==> config.mk <==
export PLATFORM = sky130hd
export DESIGN_NAME = fxalu_cell
export DESIGN_NICKNAME = d
export VERILOG_FILES = /design/src/hdl/fxalu_pkg.sv /design/src/hdl/fxalu_cell.sv
export SDC_FILE = /design/constraint.sdc
export NUM_CORES = 1
export LEC_CHECK = 0
export ABC_AREA = 1
export BUFFER_PORTS_ARGS = -buffer_cell sky130_fd_sc_hd__buf_2
export CAP_MARGIN = 25
export CORE_ASPECT_RATIO = 1.5
export CORE_MARGIN = 10
export CORE_UTILIZATION = 40
export CTS_CLUSTER_SIZE = 16
export DETAILED_ROUTE_END_ITERATION = 10
export PLACE_DENSITY = 0.68
export REMOVE_ABC_BUFFERS = 1
export SETUP_SLACK_MARGIN = 0.5
export SLEW_MARGIN = 10
export SYNTH_ARGS = -nofsm -noshare
export SYNTH_HDL_FRONTEND = slang
export SYNTH_SLANG_ARGS = --single-unit
==> constraint.sdc <==
create_clock -name clk -period 2.2 [get_ports clk]
set_input_delay 0.33 -clock clk [delete_from_list [all_inputs] [get_ports clk]]
set_output_delay 0.33 -clock clk [all_outputs]
set_load 0.02 [all_outputs]
==> src/hdl/fxalu_pkg.sv <==
// Shared types and constants for the Q24.8 fixed-point ALU.
// Depends on nothing; every other file refers to it by scoped names.
package fxalu_pkg;

  localparam int WORD_BITS = 32;

  typedef enum logic [3:0] {
    OP_ADD      = 4'd0,
    OP_SUB      = 4'd1,
    OP_MUL      = 4'd2,
    OP_DIV      = 4'd3,
    OP_GT       = 4'd4,
    OP_LT       = 4'd5,
    OP_GE       = 4'd6,
    OP_LE       = 4'd7,
    OP_EQ       = 4'd8,
    OP_NE       = 4'd9,
    OP_MIN      = 4'd10,
    OP_MAX      = 4'd11,
    OP_INC      = 4'd12,
    OP_DEC      = 4'd13,
    OP_FROM_INT = 4'd14,
    OP_TO_INT   = 4'd15
  } op_t;

  typedef struct packed {
    logic [3:0]                  req_type;
    logic signed [WORD_BITS-1:0] operand_a;
    logic signed [WORD_BITS-1:0] operand_b;
  } req_t;

  typedef struct packed {
    logic signed [WORD_BITS-1:0] result_value;
    logic                        compare_true;
    logic                        divide_by_zero;
    logic                        overflow_flag;
  } rsp_t;

  // Control and finished results that ride alongside the divider chain.
  typedef struct packed {
    logic                 valid;
    op_t                  op;
    logic                 neg;
    logic [WORD_BITS-1:0] result;
    logic                 cmp;
    logic                 dbz;
    logic                 ovf;
  } side_t;

endpackage

==> src/hdl/fxalu_cell.sv <==
// One restoring-division cell: produces one quotient bit per transaction.
// Depends on fxalu_pkg for the side-band struct.
module fxalu_cell #(
  parameter int FRAC_BITS = 8
) (
  input  logic                                        clk,
  input  logic                                        rst,
  input  fxalu_pkg::side_t                            side_in,
  input  logic [fxalu_pkg::WORD_BITS-1:0]             rem_in,
  input  logic [fxalu_pkg::WORD_BITS+FRAC_BITS-1:0]   quo_in,
  input  logic [fxalu_pkg::WORD_BITS+FRAC_BITS-1:0]   num_in,
  input  logic [fxalu_pkg::WORD_BITS-1:0]             den_in,
  output fxalu_pkg::side_t                            side,
  output logic [fxalu_pkg::WORD_BITS-1:0]             rem,
  output logic [fxalu_pkg::WORD_BITS+FRAC_BITS-1:0]   quo,
  output logic [fxalu_pkg::WORD_BITS+FRAC_BITS-1:0]   num,
  output logic [fxalu_pkg::WORD_BITS-1:0]             den
);

  localparam int W = fxalu_pkg::WORD_BITS;
  localparam int N = W + FRAC_BITS;

  logic [W:0]   trial;
  logic         ge;
  logic [W-1:0] rem_next;

  assign trial    = {rem_in, num_in[N-1]};
  assign ge       = trial >= {1'b0, den_in};
  assign rem_next = ge ? W'(trial - {1'b0, den_in}) : trial[W-1:0];

  always_ff @(posedge clk) begin
    rem <= rem_next;
    quo <= {quo_in[N-2:0], ge};
    num <= {num_in[N-2:0], 1'b0};
    den <= den_in;
    if (rst) begin
      side <= '0;
    end else begin
      side <= side_in;
    end
  end

endmodule

==> results.md, run 1 <==
- In this design, the stage delay of the slowest critical-path cell is 0.29 ns.
- The DRC marker count from the first detailed-route iteration is 271.
- The run finished with clean final reports.
- The worst min-delay path startpoint is den_in[11].
- In this run the core area contains 60 standard-cell rows.
- The worst setup path is captured at a flop.
- The area share of the largest cell type after synthesis is 0.5116.
- The number of flops mapped to enable cells by yosys is 0.
- The final weighted congestion in routability-driven placement is 0.9712.
- The max-slew violation count was 0.
- The number of global-route vias before repair is 7,866.
- After layout, the design draws a total of 9016 uW.
- Once layout is complete, the utilization of the core stands at 0.6569.
- The critical path in this run is classified as in -> reg.
- Measured along the x axis, the die boundary spans 129.5 um.
- Of the total power, the clock network draws 0.354.
- In this run the tool buffered the top-level ports with 369 buffer cells.
- The total setup violations reported at the end of the flow is 0.
- The area used by multi-input combinational logic is 0.003158 mm^2.
- Across the whole layout, storage elements account for 0.003684 mm^2.
- For the pin with the worst max-slew slack, the measured transition is 0.7682 ns.
- The HPWL after detailed placement is 23,130 um.
- The number of nets in the layout is 1,654.
- The number of filler cells placed in the layout is 1,477.
- The worst-case IR drop observed on VDD is 0.4798 mV.
- The total standard cell area after synthesis is 0.007199 mm^2.
- The post-layout instance count excluding filler cells is 1,671.
- The final design instance area without fill is 0.01169 mm^2.
- The distinct cell type count after synthesis is 31.
- Setup repair after global routing could not meet its margin everywhere.
- The share of total power in sequential cells is 0.405.
- The clock net in this run drives a total of 184 sinks.
- The cell family contributing the most delay on the critical path is simple AND/OR/NAND/NOR gates.
- The path category of the worst min-delay check is in -> reg.
- STA classifies the critical path startpoint as a primary input.
- The area growth from synthesis to final layout is 62.34%.
- The root buffer cell chosen for the clock tree is sky130_fd_sc_hd__clkbuf_16.
- The layout cell share with drive strength beyond 1 is 0.3725.
- For this run, the total global-route usage over all layers was measured as 0.2369.
- The relative slew slack is 0.4879.
- The gate count after technology mapping is 920.
- The combinational fraction of design power is 0.240.
- The clock buffer count from CTS is 17.
- Entering global routing, the biggest net connects 42 pins.
- The final global-route overflow total is 0.
- The maximum clock rate is 623.3 MHz.
- The largest fanout of any net on the critical path is 8.
- Synthesis inferred 184 register bits.
- The die area is 0.02388 mm^2.
- The analysis attributes to net switching a power of 2941 uW.
- The slowest stage of the critical path is the sky130_fd_sc_hd__ha_4 cell.
- For this run, design rule violations remaining after detail routing come to 0.
- In this run, placement finished with an instance count of 1,534.
- The power density over cell area is 771.4 mW/mm^2.
- Data on the critical path arrives at its endpoint at 1.92 ns.
- The average detailed-routed wire length per instance is 17.61 um.
- The die boundary height is 184.3 um.
- Wires add up to 29,430 um.
- The count of antenna-violating nets left after detailed routing is 0.
- The Yosys step of the flow raised 0 warnings.
- The number of search-and-repair iterations in the first detailed-routing pass is 4.
- The routed layout has 7,507 vias.
- The worst hold path stage count is 1.
- Of the available clock period, the critical path in the final layout requires 0.7292.
- The combined buffer and inverter count along the critical path is 4.
- In this run the standard cell core region covers 0.01779 mm^2.
- The number of max-capacitance violations reported is 0.
- For the finished layout, the period the worst path requires is 1.604 ns.
- The clock transition at the register clock pins on the worst setup and hold paths after CTS is 0.08 ns.
- Internal power comes to 6075 uW.
- The leakage power is 0.006480 uW.
- The maximum root-to-sink buffer count is 2.
- The number of antenna violations at the first check in global routing is 10.
- The number of H-tree branching levels is 4.
- The share of total power consumed by net switching is 0.3262.
- The final worst hold slack is 0.01808 ns.
- The synthesized area divided by synthesized cell count is 7.825 um^2.
- The worst hold path terminates at den[11].
- Once placement finished, the instance area stood at 0.009578 mm^2.
- The count of final hold-check violations came to 0.
- Using the TritonRoute via totals, the vias-per-cell ratio works out to 4.493.
- The initial standard-cell utilization of the core is 0.4046.
- In the post-synthesis netlist, the biggest area contributors are sky130_fd_sc_hd__dfxtp_1, sky130_fd_sc_hd__nand2_1, sky130_fd_sc_hd__inv_1, sky130_fd_sc_hd__ha_1, sky130_fd_sc_hd__nor2_1.
- The first global-routing pass estimated 43,170 um of wire.
- sky130_fd_sc_hd__dfxtp_1 takes more of the synthesized area than any other cell.
- Counting flops with an async set or reset pin after synthesis yields a share of 0.
- The signal on the critical path passes through buf_2 -> inv_1 -> ha_4 -> nand2_1 -> nor3_4 -> nand2_2 -> a21oi_1 -> buf_4 -> nor2_4 -> buf_4 -> nand3_1 -> nand2_1.
- For this run, the leading register cell type out of synthesis is sky130_fd_sc_hd__dfxtp_1.
- The clock tree from TritonCTS is yes.
- The required time at the endpoint of the critical path is 2.52 ns.
- Of the synthesized area, sequential elements account for 0.5116.
- For this design the top-level I/O count stands at 372.
per-layer routing:
metal	track usage	up-vias	part of all wire
met5	0	-	0.0020
met4	0.1011	8	0.036
met3	0.09433	64	0.094
met2	0.4526	303	0.54
met1	0.2112	3352	0.33
li1	-	3780	-
layout by cell type (no fill, tap or decap), types with 17 or more instances in the layout:
cell                              n
sky130_fd_sc_hd__nor2_1          68
sky130_fd_sc_hd__inv_1          185
sky130_fd_sc_hd__nand3_1         48
sky130_fd_sc_hd__dfxtp_1        184
sky130_fd_sc_hd__nand2_1        259
sky130_fd_sc_hd__buf_2          369
sky130_fd_sc_hd__clkbuf_16       17
sky130_fd_sc_hd__ha_4            27
sky130_fd_sc_hd__dlygate4sd3_1   96
sky130_fd_sc_hd__a21oi_1         18
sky130_fd_sc_hd__nand3_2         19
sky130_fd_sc_hd__buf_4           40
per-stage QoR:
| step | TNS [ns] | setup slack, ns |
|---|---|---|
| detailed placement | -0.1382 | -0.06217 |
| CTS | 0 | 0.4544 |
| global placement | -0.08097 | -0.05709 |
| floorplan | 0 | 0.08173 |
| global route | 0 | 0.4806 |
| finish | 0 | 0.5957 |
synth_stat cells (7+ instances only):
cell type and n:
sky130_fd_sc_hd__a21oi_1 21, sky130_fd_sc_hd__nand2_1 274, sky130_fd_sc_hd__ha_1 32, sky130_fd_sc_hd__nor3_1 7
sky130_fd_sc_hd__xor2_1 13, sky130_fd_sc_hd__and2_1 8, sky130_fd_sc_hd__nand3_1 51, sky130_fd_sc_hd__nor2_1 74
sky130_fd_sc_hd__nand3_2 16, sky130_fd_sc_hd__inv_1 187, sky130_fd_sc_hd__nand3b_1 11, sky130_fd_sc_hd__buf_2 7
sky130_fd_sc_hd__dfxtp_1 184
flip-flops by register name, indices dropped and copies added (netlist names):
register  cells
side         41
num          39
rem          32
den          32
quo          40
area by class of cell:
cell class                      count  share of cell area
Multi-Input combinational cell    529              0.2702
Clock inverter                     15             0.01820
Tap cell                          217             0.02323
Sequential cell                   184              0.3152
Antenna cell                        7            0.001499
Timing Repair Buffer              511              0.2740
Clock buffer                       17             0.03640
Inverter                          191             0.06134
worst max path at each step:
stage / from / to / slack, ns / depth (start not counted)
after floorplan: den_in[28] / rem[0] / 0.08 / 12
after global placement: num_in[39] / rem[28] / -0.06 / 14
after detailed placement: num_in[39] / rem[28] / -0.06 / 14
after CTS: num_in[39] / rem[28] / 0.45 / 14
after global routing: den_in[17] / rem[30] / 0.48 / 14
final: den_in[29] / rem[12] / 0.60 / 12
power by group through the flow:
stage,combinational (uW),sequential (uW),clock (uW)
after global placement,1870,3720,0
after global routing,2360,3680,3430
final,2170,3650,3200
after detailed placement,1880,3730,0
after CTS,2030,3650,3270
after floorplan,686,4080,0
kinds of logic after synthesis:
kind of cell             after synthesis  share of synthesized area
AO/OA/AOI/OAI                         25                    0.01807
XOR/XNOR                              14                    0.01703
adder cells (fa/ha/maj)               33                    0.05839
buffers and inverters                207                     0.1145
flip-flops                           184                     0.5116
other                                  1                  0.0005209
AND/OR/NAND/NOR                      456                     0.2798
timing repair:
item | CTS | global route
hold buffers | 93 | 3
resized for setup | 10 | 71
endpoints found under the setup margin | 32 | 32
gates cloned | 0 | 0
setup buffers | 0 | 2
pin swaps | 1 | 7
endpoints found under the hold margin | 93 | 3
(Power assumes the default switching activity.)
==> run 2, diff against run 1 <==
- clock period: 2.2 -> 1.6 ns (I/O delays scaled with it)
==> run 2 against run 1 <==
The run now ends with setup timing left. Via count grew 16%. Flip-flop and latch count stayed put. Wire length rose by 28%. Power grew 53%. Cell area rose by 26%. Hold slack worse by 0.0043 ns. Count of clock-buffer cells in the layout did not move. Die area stayed put. Global-route usage up 4.9 points. Non-clock buffer count up 140. Critical endpoint is now rem[31]. Largest cell class is now buffers.
==> results.md, run 2 (synthesis results as in run 1) <==
- The kind of critical path is in -> reg (unchanged).
- Most frequent cells in the layout: sky130_fd_sc_hd__nand2_1, sky130_fd_sc_hd__buf_6, sky130_fd_sc_hd__dfxtp_2 (was sky130_fd_sc_hd__buf_2, sky130_fd_sc_hd__nand2_1, sky130_fd_sc_hd__inv_1).
- The maximum root-to-sink buffer count is 2 (unchanged).
- The total wire length after detailed routing is 37,630 um (was 29,430 um).
- The leading cell type in the layout, fill and taps excluded is sky130_fd_sc_hd__nand2_1 (was sky130_fd_sc_hd__buf_2).
- The post-layout minimum cycle time is 1.618 ns.
- The number of global-route vias before repair was 9,211 (was 7,866).
- Of the available clock period, the critical path in the final layout requires 1.011.
- The area of the placeable core is 0.01779 mm^2 (unchanged).
- The number of placed instances, taps included is 1,618 (was 1,534).
- The clock buffer count from CTS is 17 (unchanged).
- The worst vdd rail ir drop came to 0.6897 mV (was 0.4798 mV).
- The count of final hold-check violations is 0 (unchanged).
- The largest fanout of any net on the critical path was 3 (was 8).
- The path category of the worst min-delay check is in -> reg (unchanged).
- The maximum cell stage delay along the critical path is 0.28 ns (was 0.29 ns).
- The global-route wire length before repair is 52,000 um (was 43,170 um).
- The HPWL after detailed placement is 23,650 um (was 23,130 um).
- The number of max-capacitance violations reported is 0 (unchanged).
- The area growth from synthesis to final layout is 104.5% (was 62.34%).
- The average vias per placed instance is 4.790 (was 4.493).
- The count of standard-cell rows was 60 (unchanged).
- The layout cell share with drive strength beyond 1 was 0.5829 (was 0.3725).
- The number of flip-flops under the largest register name was 41 (unchanged).
- The DRC marker count from the first detailed-route iteration is 408 (was 271).
- The data arrival time of the critical path is 1.95 ns (was 1.92 ns).
- The max-slew violation count was 0 (unchanged).
- The post-detailed-route DRC marker count is 0 (unchanged).
- Unrepaired setup endpoints after global routing: yes (unchanged).
- The number of H-tree branching levels was 4 (unchanged).
- The post-layout instance count excluding filler cells is 1,815 (was 1,671).
- Cell Chain, Critical Path: buf_2 -> inv_2 -> ha_4 -> buf_6 -> nand2_4 -> buf_6 -> nor2_4 -> inv_2 -> nor3_4 -> and2_1 -> nand2_1 -> nand2_1 -> nand2_1 -> nand3_2 -> nand2_2 (was buf_2 -> inv_1 -> ha_4 -> nand2_1 -> nor3_4 -> nand2_2 -> a21oi_1 -> buf_4 -> nor2_4 -> buf_4 -> nand3_1 -> nand2_1).
- The initial standard-cell utilization of the core is 0.4046 (unchanged).
- The count of antenna-violating nets left after detailed routing was 0 (unchanged).
- The most flop-heavy register is side (unchanged).
- The final weighted congestion in routability-driven placement is 0.9634 (was 0.9712).
- The clock tree from TritonCTS is yes (unchanged).
- The clock transition at the register clock pins on the worst setup and hold paths after CTS is 0.08 ns (about the same).
- The power density over cell area is 939.0 mW/mm^2 (was 771.4 mW/mm^2).
- The number of antenna violations at the first check in global routing is 11 (was 10).
- Run status: finished with violations (was finished, final reports clean).
- The number of nets in the layout is 1,794 (was 1,654).
- The final reports fail on setup timing.
- The leakage power is 0.007613 uW (was 0.006480 uW).
- The via count was 8,693 (was 7,507).
- The number of filler cells placed in the layout is 970 (was 1,477).
- The capturing element type of the critical path is a flop (unchanged).
- The global router's overall resource usage came to 0.2857 (was 0.2369).
- Among the stages of the critical path, the cell type that occurs most often is sky130_fd_sc_hd__nand2_1.
- The die boundary height is 184.3 um (unchanged).
- The core utilization of the finished layout was 0.8274 (was 0.6569).
- The die area is 0.02388 mm^2 (unchanged).
- Based on the critical path, the design can be clocked at up to 618.0 MHz.
- The I/O pin total was 372 (unchanged).
- The sum of negative setup slack came to -0.01821 ns (was 0 ns).
- The total setup violations reported at the end of the flow is 1 (was 0).
- The floorplan die width is 129.5 um (unchanged).
- The average detailed-routed wire length per instance was 20.73 um (was 17.61 um).
- The number of sinks driven by the clock tree is 184 (unchanged).
- Biggest regs: side: 41 flops, quo: 40 flops, num: 39 flops (unchanged).
- The maximum number of pins on one net before global-route repair came to 42 (unchanged).
- The final global-route overflow total is 0 (unchanged).
- The number of search-and-repair iterations in the first detailed-routing pass is 5 (was 4).
- The required time at the endpoint of the critical path was 1.93 ns (was 2.52 ns).
- The final setup slack of the worst path is -0.01821 ns (was 0.5957 ns).
- The count of port buffers added during placement is 369 (unchanged).
- The cell with the largest stage delay on the worst path is sky130_fd_sc_hd__ha_4 (unchanged).
- The element type at the critical path start is a primary input (unchanged).
- The root buffer cell is sky130_fd_sc_hd__clkbuf_16 (unchanged).
==> run 2: cell types whose count changed in the layout (fill, tap and decap cells not counted), sizes merged <==
cell and delta:
buf +100, bufinv +1, clkbuf +1, clkinv -2, clkinvlp +2, diode +4
dlygate4sd3 +39, inv -1
==> run 2: critical path: cells and delay by family <==
family	cells	cell delay [ns]
fa+ha+maj	1	0.28
buf+inv	5	0.46
simple gates	9	0.97
==> run 2: worst paths after layout <==
kind               startpoint  endpoint  slack, ns  depth (start not counted)
setup / recovery   den_in[26]   rem[31]      -0.02                         15
hold / removal    side_in[13]  side[13]       0.01                          3
==> run 2: final cells by class <==
| class | instances | area (um^2) | area share |
|---|---|---|---|
| antenna | 11 | 27.53 | 0.001870 |
| sequential | 184 | 3913 | 0.2658 |
| timing repair buffer | 651 | 5622 | 0.3819 |
| inverter | 191 | 726.9 | 0.04938 |
| multi-input combinational | 529 | 3536 | 0.2402 |
| clock inverter | 15 | 198.9 | 0.01351 |
| tap | 217 | 271.5 | 0.01844 |
| clock buffer | 17 | 425.4 | 0.02890 |
==> run 2: per-layer routing <==
layer	share of wire	GRT usage	up-vias
met1	0.32	0.2544	4060
met4	0.060	0.1936	2
met3	0.082	0.1001	128
li1	-	-	4053
met2	0.54	0.5237	450
met5	0.00035	0	-
==> run 2: stage by stage <==
step | hold slack [ns] | area [um^2] | worst slack [ns] | total power [uW]
2_1_floorplan | 0.2677 | 7092 | -0.4283 | 6559
3_3_place_gp | 0.3420 | 10200 | -0.5596 | 7924
3_5_place_dp | 0.3437 | 10200 | -0.5554 | 7961
4_1_cts | 0.0003345 | 14170 | 0.1636 | 13440
5_1_grt | 0.01274 | 14720 | -0.04112 | 14320
6_report | 0.01377 | 14720 | -0.01821 | 13820
==> run 2: repair_timing <==
action	4_1_cts	5_1_grt
hold buffers	135	0
resized for setup	600	176
gates cloned	2	1
setup buffers	14	2
hold endpoints to repair	135	0
pin swaps	34	22
setup endpoints to repair	217	217
==> run 2: power by group <==
part	internal (uW)	leakage (uW)	switching (uW)
combinational	2070	0.00575	2100
sequential	5020	0.00156	201
clock	2280	0.000299	2150
